--- src/hdl/skf_pkg.sv ---
// ---------------------------------------------------------------------------
// skf_pkg
// Shared types and constants for the scalar Kalman measurement update.
// ---------------------------------------------------------------------------
package skf_pkg;

   // fixed-point scale: one unit is 1/10000
   localparam int unsigned UNIT_SCALE = 10000;

   localparam int unsigned EST_W   = 32;   // estimate, measurement
   localparam int unsigned VAR_W   = 31;   // variances, noise terms
   localparam int unsigned PRIOR_W = 32;   // P + Q
   localparam int unsigned DEN_W   = 33;   // P + Q + R
   localparam int unsigned PROD_W  = PRIOR_W + DEN_W;  // prior * |z - x|

   // quotients never exceed 2^32, so only the low DEN_W dividend bits need steps
   localparam int unsigned DIV_STEPS = DEN_W;
   localparam int unsigned DIV_CNT_W = $clog2(DIV_STEPS + 1);

   localparam int unsigned CSR_IDX_W = 2;
   localparam logic [CSR_IDX_W-1:0] CSR_PROCESS_NOISE     = 2'd0;
   localparam logic [CSR_IDX_W-1:0] CSR_MEASUREMENT_NOISE = 2'd1;
   localparam logic [CSR_IDX_W-1:0] CSR_INITIAL_ESTIMATE  = 2'd2;
   localparam logic [CSR_IDX_W-1:0] CSR_INITIAL_VARIANCE  = 2'd3;

   typedef struct packed {
      logic busy;
      logic done;
   } div_stat_type;

endpackage

--- src/hdl/skf_div.sv ---
// ---------------------------------------------------------------------------
// skf_div
// Bit-serial restoring divider, one quotient bit per cycle, with the
// quotient rounded half away from zero (unsigned operands).
// ---------------------------------------------------------------------------
module skf_div
   import skf_pkg::*;
(
   input  logic                clock,
   input  logic                reset,
   input  logic                start,
   input  logic [PROD_W-1:0]   dividend,
   input  logic [DEN_W-1:0]    divisor,
   output div_stat_type        stat,
   output logic [DEN_W-1:0]    quotient
);

   logic [DEN_W-1:0]     rem_ff, rem_in;
   logic [DEN_W-1:0]     quo_ff, quo_in;
   logic [DEN_W-1:0]     dvs_ff, dvs_in;
   logic [DIV_CNT_W-1:0] cnt_ff, cnt_in;
   logic                 busy_ff, busy_in;
   logic                 done_ff, done_in;
   logic [DEN_W-1:0]     result_ff, result_in;

   logic [DEN_W:0]       trial;
   logic [DEN_W:0]       rem_shift;
   logic                 fits;
   logic                 round_up;

   // next partial remainder: shift in the top pending dividend bit
   assign rem_shift = {rem_ff, quo_ff[DEN_W-1]};
   assign fits      = rem_shift >= {1'b0, dvs_ff};
   assign trial     = rem_shift - {1'b0, dvs_ff};
   assign round_up  = {rem_ff, 1'b0} >= {1'b0, dvs_ff};

   always_comb begin
      rem_in    = rem_ff;
      quo_in    = quo_ff;
      dvs_in    = dvs_ff;
      cnt_in    = cnt_ff;
      busy_in   = busy_ff;
      done_in   = 1'b0;
      result_in = result_ff;
      if (start) begin
         // high part is already below the divisor since the quotient fits DEN_W bits
         rem_in  = {1'b0, dividend[PROD_W-1:DEN_W]};
         quo_in  = dividend[DEN_W-1:0];
         dvs_in  = divisor;
         cnt_in  = DIV_CNT_W'(DIV_STEPS);
         busy_in = 1'b1;
      end else if (busy_ff) begin
         if (cnt_ff != '0) begin
            rem_in = fits ? trial[DEN_W-1:0] : rem_shift[DEN_W-1:0];
            quo_in = {quo_ff[DEN_W-2:0], fits};
            cnt_in = cnt_ff - DIV_CNT_W'(1);
         end else begin
            result_in = quo_ff + DEN_W'(round_up);
            done_in   = 1'b1;
            busy_in   = 1'b0;
         end
      end
   end

   always_ff @(posedge clock) begin
      if (reset) begin
         busy_ff <= 1'b0;
         done_ff <= 1'b0;
         cnt_ff  <= '0;
      end else begin
         busy_ff <= busy_in;
         done_ff <= done_in;
         cnt_ff  <= cnt_in;
      end
      rem_ff    <= rem_in;
      quo_ff    <= quo_in;
      dvs_ff    <= dvs_in;
      result_ff <= result_in;
   end

   assign stat.busy = busy_ff;
   assign stat.done = done_ff;
   assign quotient  = result_ff;

endmodule

--- src/hdl/scalar_kalman_update.sv ---
// Requests are taken one at a time, only while the sequencer is idle.
// The bit-serial divider runs two 33-step divisions per request; both are
// skipped when P+Q+R is zero.
// A finished result waits in the output register while the next request runs.
// Reset (synchronous) clears kept estimate and variance to zero and loads
// Q = 1, R = 10000, initial estimate 0 and initial variance 10000.
// ---------------------------------------------------------------------------
// scalar_kalman_update
// One-dimensional Kalman measurement update in 1/10000 fixed point: a single
// multiplier and one shared serial divider under a small sequencer.
// ---------------------------------------------------------------------------
module scalar_kalman_update
   import skf_pkg::*;
#(
   parameter int DATA_WIDTH = 32
)(
   input  logic                 clock,
   input  logic                 reset,

   input  logic                 csr_valid,
   output logic                 csr_ready,
   input  logic [CSR_IDX_W-1:0] csr_index,
   input  logic [EST_W-1:0]     csr_wdata,

   input  logic                 req_valid,
   output logic                 req_ready,
   input  logic signed [EST_W-1:0] req_measurement,
   input  logic                 req_restart,

   output logic                 rsp_valid,
   input  logic                 rsp_ready,
   output logic signed [EST_W-1:0] rsp_estimate,
   output logic [VAR_W-1:0]     rsp_variance,
   output logic                 rsp_degenerate,
   output logic                 rsp_saturated
);

   localparam int CLIP_W = 50;
   localparam logic signed [CLIP_W-1:0] EST_MAX =
      (CLIP_W'(1) <<< (DATA_WIDTH - 1)) - CLIP_W'(1);
   localparam logic signed [CLIP_W-1:0] EST_MIN = -EST_MAX - CLIP_W'(1);
   localparam logic [CLIP_W-1:0] VAR_MAX = (CLIP_W'(1) << (DATA_WIDTH - 1)) - CLIP_W'(1);

   localparam logic [2:0] ST_IDLE  = 3'd0;
   localparam logic [2:0] ST_PRIOR = 3'd1;
   localparam logic [2:0] ST_DEN   = 3'd2;
   localparam logic [2:0] ST_MUL   = 3'd3;
   localparam logic [2:0] ST_START = 3'd4;
   localparam logic [2:0] ST_DIV   = 3'd5;
   localparam logic [2:0] ST_FIN   = 3'd6;

   // configuration
   logic [VAR_W-1:0]        q_noise_ff;
   logic [VAR_W-1:0]        r_noise_ff;
   logic signed [EST_W-1:0] init_est_ff;
   logic [VAR_W-1:0]        init_var_ff;

   // kept state
   logic signed [EST_W-1:0] kept_est_ff, kept_est_in;
   logic [VAR_W-1:0]        kept_var_ff, kept_var_in;

   // sequencer and datapath
   logic [2:0]              state_ff, state_in;
   logic                    pass_ff, pass_in;
   logic signed [EST_W-1:0] z_ff, z_in;
   logic                    restart_ff, restart_in;
   logic signed [EST_W-1:0] xp_ff, xp_in;
   logic [PRIOR_W-1:0]      prior_ff, prior_in;
   logic signed [DEN_W-1:0] diff_ff, diff_in;
   logic [DEN_W-1:0]        den_ff, den_in;
   logic [DEN_W-1:0]        mag_ff, mag_in;
   logic                    neg_ff, neg_in;
   logic                    degen_ff, degen_in;
   logic [PROD_W-1:0]       prod_ff, prod_in;
   logic [DEN_W-1:0]        q_est_ff, q_est_in;
   logic [DEN_W-1:0]        q_var_ff, q_var_in;

   logic                    rsp_valid_ff, rsp_valid_in;
   logic signed [EST_W-1:0] rsp_est_ff, rsp_est_in;
   logic [VAR_W-1:0]        rsp_var_ff, rsp_var_in;
   logic                    rsp_degen_ff, rsp_degen_in;
   logic                    rsp_sat_ff, rsp_sat_in;

   logic [DEN_W-1:0]        mul_b;
   logic                    div_start;
   div_stat_type            div_stat;
   logic [DEN_W-1:0]        div_quot;

   logic signed [DEN_W:0]   est_raw;
   logic signed [CLIP_W-1:0] est_wide;
   logic [CLIP_W-1:0]       var_wide;
   logic                    est_hi, est_lo, var_hi;
   logic                    load_out;

   assign csr_ready = 1'b1;
   assign req_ready = (state_ff == ST_IDLE);

   always_ff @(posedge clock) begin
      if (reset) begin
         q_noise_ff  <= VAR_W'(1);
         r_noise_ff  <= VAR_W'(UNIT_SCALE);
         init_est_ff <= '0;
         init_var_ff <= VAR_W'(UNIT_SCALE);
      end else if (csr_valid && csr_ready) begin
         case (csr_index)
            CSR_PROCESS_NOISE:     q_noise_ff  <= csr_wdata[VAR_W-1:0];
            CSR_MEASUREMENT_NOISE: r_noise_ff  <= csr_wdata[VAR_W-1:0];
            CSR_INITIAL_ESTIMATE:  init_est_ff <= csr_wdata;
            CSR_INITIAL_VARIANCE:  init_var_ff <= csr_wdata[VAR_W-1:0];
            default: ;
         endcase
      end
   end

   // shared multiplier: prior * |z - x| on the first pass, prior * R on the second
   assign mul_b     = pass_ff ? {2'b00, r_noise_ff} : mag_ff;
   assign div_start = (state_ff == ST_START);

   skf_div u_div (
      .clock    (clock),
      .reset    (reset),
      .start    (div_start),
      .dividend (prod_ff),
      .divisor  (den_ff),
      .stat     (div_stat),
      .quotient (div_quot)
   );

   // final estimate and clipping
   always_comb begin
      if (degen_ff) begin
         est_raw = (DEN_W+1)'(xp_ff);
      end else if (neg_ff) begin
         est_raw = (DEN_W+1)'(xp_ff) - $signed({1'b0, q_est_ff});
      end else begin
         est_raw = (DEN_W+1)'(xp_ff) + $signed({1'b0, q_est_ff});
      end
      est_wide = CLIP_W'(est_raw);
      var_wide = degen_ff ? '0 : CLIP_W'(q_var_ff);
      est_hi   = est_wide > EST_MAX;
      est_lo   = est_wide < EST_MIN;
      var_hi   = var_wide > VAR_MAX;
   end

   assign load_out = (state_ff == ST_FIN) && (!rsp_valid_ff || rsp_ready);

   always_comb begin
      state_in     = state_ff;
      pass_in      = pass_ff;
      z_in         = z_ff;
      restart_in   = restart_ff;
      xp_in        = xp_ff;
      prior_in     = prior_ff;
      diff_in      = diff_ff;
      den_in       = den_ff;
      mag_in       = mag_ff;
      neg_in       = neg_ff;
      degen_in     = degen_ff;
      prod_in      = prod_ff;
      q_est_in     = q_est_ff;
      q_var_in     = q_var_ff;
      kept_est_in  = kept_est_ff;
      kept_var_in  = kept_var_ff;
      rsp_valid_in = rsp_valid_ff && !rsp_ready;
      rsp_est_in   = rsp_est_ff;
      rsp_var_in   = rsp_var_ff;
      rsp_degen_in = rsp_degen_ff;
      rsp_sat_in   = rsp_sat_ff;

      case (state_ff)
         ST_IDLE: begin
            if (req_valid) begin
               z_in       = req_measurement;
               restart_in = req_restart;
               state_in   = ST_PRIOR;
            end
         end
         ST_PRIOR: begin
            xp_in    = restart_ff ? init_est_ff : kept_est_ff;
            prior_in = PRIOR_W'(restart_ff ? init_var_ff : kept_var_ff)
                       + PRIOR_W'(q_noise_ff);
            diff_in  = DEN_W'(z_ff) - DEN_W'(restart_ff ? init_est_ff : kept_est_ff);
            state_in = ST_DEN;
         end
         ST_DEN: begin
            den_in   = DEN_W'(prior_ff) + DEN_W'(r_noise_ff);
            neg_in   = diff_ff[DEN_W-1];
            mag_in   = diff_ff[DEN_W-1] ? DEN_W'(-diff_ff) : DEN_W'(diff_ff);
            degen_in = (DEN_W'(prior_ff) + DEN_W'(r_noise_ff)) == '0;
            pass_in  = 1'b0;
            state_in = degen_in ? ST_FIN : ST_MUL;
         end
         ST_MUL: begin
            prod_in  = PROD_W'(prior_ff) * PROD_W'(mul_b);
            state_in = ST_START;
         end
         ST_START: begin
            state_in = ST_DIV;
         end
         ST_DIV: begin
            if (div_stat.done) begin
               if (pass_ff) begin
                  q_var_in = div_quot;
                  state_in = ST_FIN;
               end else begin
                  q_est_in = div_quot;
                  pass_in  = 1'b1;
                  state_in = ST_MUL;
               end
            end
         end
         ST_FIN: begin
            if (load_out) begin
               rsp_valid_in = 1'b1;
               rsp_est_in   = est_hi ? EST_W'(EST_MAX) :
                              est_lo ? EST_W'(EST_MIN) : est_wide[EST_W-1:0];
               rsp_var_in   = var_hi ? VAR_MAX[VAR_W-1:0] : var_wide[VAR_W-1:0];
               rsp_degen_in = degen_ff;
               rsp_sat_in   = est_hi || est_lo || var_hi;
               kept_est_in  = rsp_est_in;
               kept_var_in  = rsp_var_in;
               state_in     = ST_IDLE;
            end
         end
         default: state_in = ST_IDLE;
      endcase
   end

   always_ff @(posedge clock) begin
      if (reset) begin
         state_ff     <= ST_IDLE;
         pass_ff      <= 1'b0;
         rsp_valid_ff <= 1'b0;
         kept_est_ff  <= '0;
         kept_var_ff  <= '0;
      end else begin
         state_ff     <= state_in;
         pass_ff      <= pass_in;
         rsp_valid_ff <= rsp_valid_in;
         kept_est_ff  <= kept_est_in;
         kept_var_ff  <= kept_var_in;
      end
   end

   always_ff @(posedge clock) begin
      z_ff         <= z_in;
      restart_ff   <= restart_in;
      xp_ff        <= xp_in;
      prior_ff     <= prior_in;
      diff_ff      <= diff_in;
      den_ff       <= den_in;
      mag_ff       <= mag_in;
      neg_ff       <= neg_in;
      degen_ff     <= degen_in;
      prod_ff      <= prod_in;
      q_est_ff     <= q_est_in;
      q_var_ff     <= q_var_in;
      rsp_est_ff   <= rsp_est_in;
      rsp_var_ff   <= rsp_var_in;
      rsp_degen_ff <= rsp_degen_in;
      rsp_sat_ff   <= rsp_sat_in;
   end

   assign rsp_valid      = rsp_valid_ff;
   assign rsp_estimate   = rsp_est_ff;
   assign rsp_variance   = rsp_var_ff;
   assign rsp_degenerate = rsp_degen_ff;
   assign rsp_saturated  = rsp_sat_ff;

endmodule

--- config.mk ---
export PLATFORM = sky130hd
export DESIGN_NAME = scalar_kalman_update
export DESIGN_NICKNAME = d
export VERILOG_FILES = /design/src/hdl/skf_pkg.sv /design/src/hdl/skf_div.sv /design/src/hdl/scalar_kalman_update.sv
export SDC_FILE = /design/constraint.sdc
export NUM_CORES = 2
export LEC_CHECK = 0
export BUFFER_PORTS_ARGS = -buffer_cell sky130_fd_sc_hd__clkbuf_2
export CORE_ASPECT_RATIO = 0.5
export CORE_MARGIN = 2
export CORE_UTILIZATION = 55
export DETAILED_ROUTE_END_ITERATION = 7
export PLACE_DENSITY_LB_ADDON = 0.1
export SLEW_MARGIN = 5
export SYNTH_ARGS = -nofsm -noshare
export SYNTH_HDL_FRONTEND = slang
export SYNTH_HIERARCHICAL = 1
export SYNTH_SLANG_ARGS = --single-unit
--- constraint.sdc ---
create_clock -name clock -period 14.1 [get_ports clock]
set_input_delay 4.23 -clock clock [delete_from_list [all_inputs] [get_ports clock]]
set_output_delay 4.23 -clock clock [all_outputs]
set_load 0.02 [all_outputs]
### Word-level counts from Yosys, hierarchy flattened

Index checks and enable logic that the tools add are counted.

| word-level totals | value |
|---|---|
| register bits after elaboration | 727 |
| latch bits | 0 |
| bits in writable memories | 0 |
| bits in read-only memories | 0 |
| input port bits | 72 |
| output and inout bits | 68 |
| logic and storage cells | 130 |
| memories kept | 0 |

| operators by class | value |
|---|---|
| add/sub/neg operators | 9 |
| multiply operators | 1 |
| divide/modulo/power cells | 0 |
| order comparisons | 5 |
| equal/unequal tests | 12 |
| shift-type cells | 0 |
| mux-type cells | 35 |
| bitwise logic cells | 4 |
| reduce and logical (&&, ||, !) cells | 29 |

Operators with widths:

| cell | count |
|---|---|
| 33-bit two-way mux | 7 |
| 32-bit two-way mux | 7 |
| 34-bit by 33-bit >= comparator with 1-bit output | 2 |
| 34-bit two-way mux | 2 |
| 32-bit by 33-bit multiplier with 65-bit output | 1 |
| 31-bit two-way mux | 2 |
| 32-bit by 34-bit adder with 34-bit output | 1 |
| 34-bit by 32-bit greater-than comparator with 1-bit output, second input constant | 1 |
| 34-bit by 32-bit < comparator with 1-bit output, second input constant | 1 |
| 32-bit by 34-bit subtractor with 34-bit output | 1 |
| 32-bit by 31-bit adder with 33-bit output | 1 |
| 33-bit by 1-bit adder with 33-bit output | 1 |
| 33-bit by 31-bit greater-than comparator with 1-bit output, second input constant | 1 |
| 33-bit zero test | 1 |
| 33-bit negation | 1 |
| 32-bit by 33-bit subtractor with 33-bit output | 1 |
| 33-bit subtractor | 1 |
| 31-bit by 31-bit adder with 32-bit output | 1 |
| 3-bit case mux with 7 select lines | 1 |
| 6-bit two-way mux | 3 |
| 2-bit AND reduction | 9 |
| 3-bit two-way mux | 5 |
| 3-bit AND reduction | 4 |
| 3-bit == test, second input constant | 3 |
| 19 further kinds | 37 |

### Depth between registers and ports, before layout

| depth | value |
|---|---|
| depth after elaboration | 6 |
| depth in mapped cells | 34 |
| mapped depth without buffers | 30 |

### Cells and area by module

Netlist, hierarchy kept.

Modules (own cells, without submodules):

| module | instances | cells each | area each (um^2) | sequential area each (um^2) |
|---|---|---|---|---|
| scalar_kalman_update | 1 | 6498 | 62477.4 | 15695.1 |
| skf_div | 1 | 747 | 8220.4 | 4113.9 |

### Least setup slack after synthesis

No wires, ideal clock.

| timing path | value |
|---|---|
| kind | register to register |
| from | register pass_ff |
| to | register prod_ff[61], data pin |
| setup time | 0.264 ns |
| arrival | 8.367 ns |
| required time | 13.836 ns |
| slack | 5.469 ns |
| cell stages (with the launch flop) | 31 |
| path buffers | 4 |
| clock period less this slack | 8.631 ns |
| cells stage by stage | dfxtp_1 > clkbuf_1 > clkbuf_1 > mux2_2 > clkbuf_1 > and2_1 > fa_1 > fa_1 > inv_1 > fa_1 > fa_1 > inv_1 > fa_1 > fa_1 > fa_1 > inv_1 > fa_1 > inv_1 > ha_1 > clkbuf_1 > a21o_1 > a21o_1 > a21o_1 > a21oi_1 > o21ai_0 > a221oi_1 > a21oi_1 > o41ai_1 > o21ai_1 > a221oi_1 > xnor2_1 |

| between the ends | value |
|---|---|
| cells in the longest elaborated chain, start to end | 2 |

Ends and longest elaborated chain:

| element | line | RTL |
|---|---|---|
| from (decl) | scalar_kalman_update.sv:64 | `logic pass_ff, pass_in;` |
| from (signal assigned) | scalar_kalman_update.sv:238 | `pass_ff <= pass_in;` |
| 33-bit two-way mux | scalar_kalman_update.sv:116 | `assign mul_b = pass_ff ? {2'b00, r_noise_ff} : mag_ff;` |
| 32-bit by 33-bit multiplier with 65-bit output | scalar_kalman_update.sv:194 | `prod_in = PROD_W'(prior_ff) * PROD_W'(mul_b);` |
| to (signal assigned) | scalar_kalman_update.sv:255 | `prod_ff <= prod_in;` |
| to (decl) | scalar_kalman_update.sv:74 | `logic [PROD_W-1:0] prod_ff, prod_in;` |

Every way passes these cells.
A chain may end at the register's enable or synchronous reset.

### Worst setup path in the final report

| timing path | value |
|---|---|
| from | register pass_ff |
| to | register prod_ff[50], data pin |

Same word-level chain as after synthesis.

==> metrics <==
slowest CP cell nor4_1; I/O Pins 140; Setup CP Type flop to flop; post-route minimum period 10.13 ns; Site Rows 92; Worst slew margin 13.2%; Critical Path Sink Type flop; RSZ-0062 raised after global routing false; Nets 8603; All-Layer GR Usage 34.2%; CTS buffer count 71; drt pass-1 iters 6; Initial DRC Count 5413; Critical Path AT 10.54 ns; dpl hpwl 164000 µm; setup TNS 0 ns; status finished clean; Final Cycle Share 71.9%; largest net degree at the start of global routing 93; Post-CTS Resized 0; hold buffer count at CTS 0; CP dominant cell by count fa_1; Starting Density 55.8%; DR vias 53.2k; Root Buffer clkbuf_16; Post-Syn Area 70700 µm²; max incr delay on CP 0.66 ns; worst hold path class flop to flop; routed length per instance 25.0 µm; port bufs 138; Ys Warns 6; Tightest Pin Transition 1.30 ns; setup violators final 0; crit-path max FO 37; Reg-to-Reg Start pass_ff$_SDFFE_PP0P_; H-Tree Depth 3; Final ANT Viol Nets 0; Net Count, Synth 8677; first-pass GRT wire length 337000 µm; Min-Delay Startpoint den_ff[24]$_DFFE_PP_; share of layout cells above drive strength 1 6.89%; Sink Count 727; Mapped Cells 7244; drt via density 5.96; die area 132000 µm²; Critical Path Source Type flop; die extent in x 511 µm; Max Cap Viol 0; Bufs on Longest Clock Path 3; area grow syn2layout 6.20%; Routed WL 223000 µm; core area 127000 µm²; vias in the first global route 54.1k; Die Height 258 µm; final slew viol count 0; later-pin clock latency in the skew report 0.68 ns; GP Congestion 0.976; number of remaining DRC errors 0; grt ovf 0; Post-CTS Setup Bufs 0; Worst Setup SP pass_ff$_SDFFE_PP0P_; FMAX 98.7 MHz; syn_area_per_cell 9.76 µm²; CP required 14.51 ns; endpoints failing hold 0; clock tree from TritonCTS yes; initial antenna violation count 17; Worst-path clk slew 0.07 ns; Final Skew 0.0461 ns
==> per-stage QoR <==
stage               instances  setup WS (ns)  utilization (%)  instance area, µm²  hold WS, ns
finish                   8923           3.97             59.2               75100        0.407
detailed placement       8789           4.13             57.4               72700        0.405
CTS                      8920           4.12             59.2               75100        0.394
global route             8920           3.49             59.2               75100        0.408
floorplan                7244           5.47                -               70700        0.400
global placement         8789           4.18             57.4               72700        0.404
==> final timing paths <==
check                                    end  depth (start not counted)  slack [ns]
hold / removal    u_div/dvs_ff[24]$_DFFE_PP_                          0        0.41
setup reg to reg       prod_ff[50]$_DFFE_PP_                         29        3.97
hold reg to reg   u_div/dvs_ff[24]$_DFFE_PP_                          0        0.41
setup / recovery       prod_ff[50]$_DFFE_PP_                         29        3.97
==> sequential cells by signal (all words and copies together), names as in the netlist, 33 cells and up <==
signal / count
den_ff: 33
mag_ff: 33
q_est_ff: 33
u_div/quo_ff: 33
q_var_ff: 33
u_div/rem_ff: 33
diff_ff: 33
u_div/quotient: 33
prod_ff: 65
u_div/dvs_ff: 33
==> critical path, delay by kind of cell (launching register included) <==
kind                     cells  cell delay [ns]
buffers and inverters        7             1.28
XOR/XNOR                     1             0.09
flip-flops                   1             0.31
multiplexers                 1             0.43
AND/OR/NAND/NOR              7             2.19
AO/OA/AOI/OAI                4             1.02
adder cells (fa/ha/maj)      9             4.56
==> placed cells by master, fill, tap and decap left out, drive strengths merged, types with 15 or more instances in the layout <==
cell type and count:
a211oi 29, a21o 119, a21oi 383, a31oi 26
and2 532, and3 37, buf 77, clkbuf 232
clkinv 21, dfxtp 202, edfxtp 525, fa 931
ha 430, inv 1079, mux2 103, mux2i 52
nand2 1050, nand2b 36, nand3 62, nand3b 15
nand4 42, nor2 289, nor2b 34, nor3 89
nor4 16, o211ai 17, o21a 46, o21ai 178
o21bai 32, o31ai 20, or2 15, or3 31
xnor2 208, xor2 73
==> cell type report <==
type                       instances  area [µm²]
fill                           10793       51700
clock inverter                    36         399
inverter                        1075        4040
antenna                            3        7.51
timing repair buffer             214        1270
multi-input combinational       5081       45500
clock buffer                      95        1910
tap                             1692        2120
sequential                       727       19800
==> layer usage <==
layer	vias up	global-route usage [%]	routed length, µm
met2	2516	52.5	98400
met4	6	11.1	7820
met1	27024	48.1	93900
met5	-	0	36
li1	23191	-	-
met3	438	8.24	22800
Power is not shown: default switching activity piles up to over one toggle a cycle in this logic, so the estimate is an artifact.
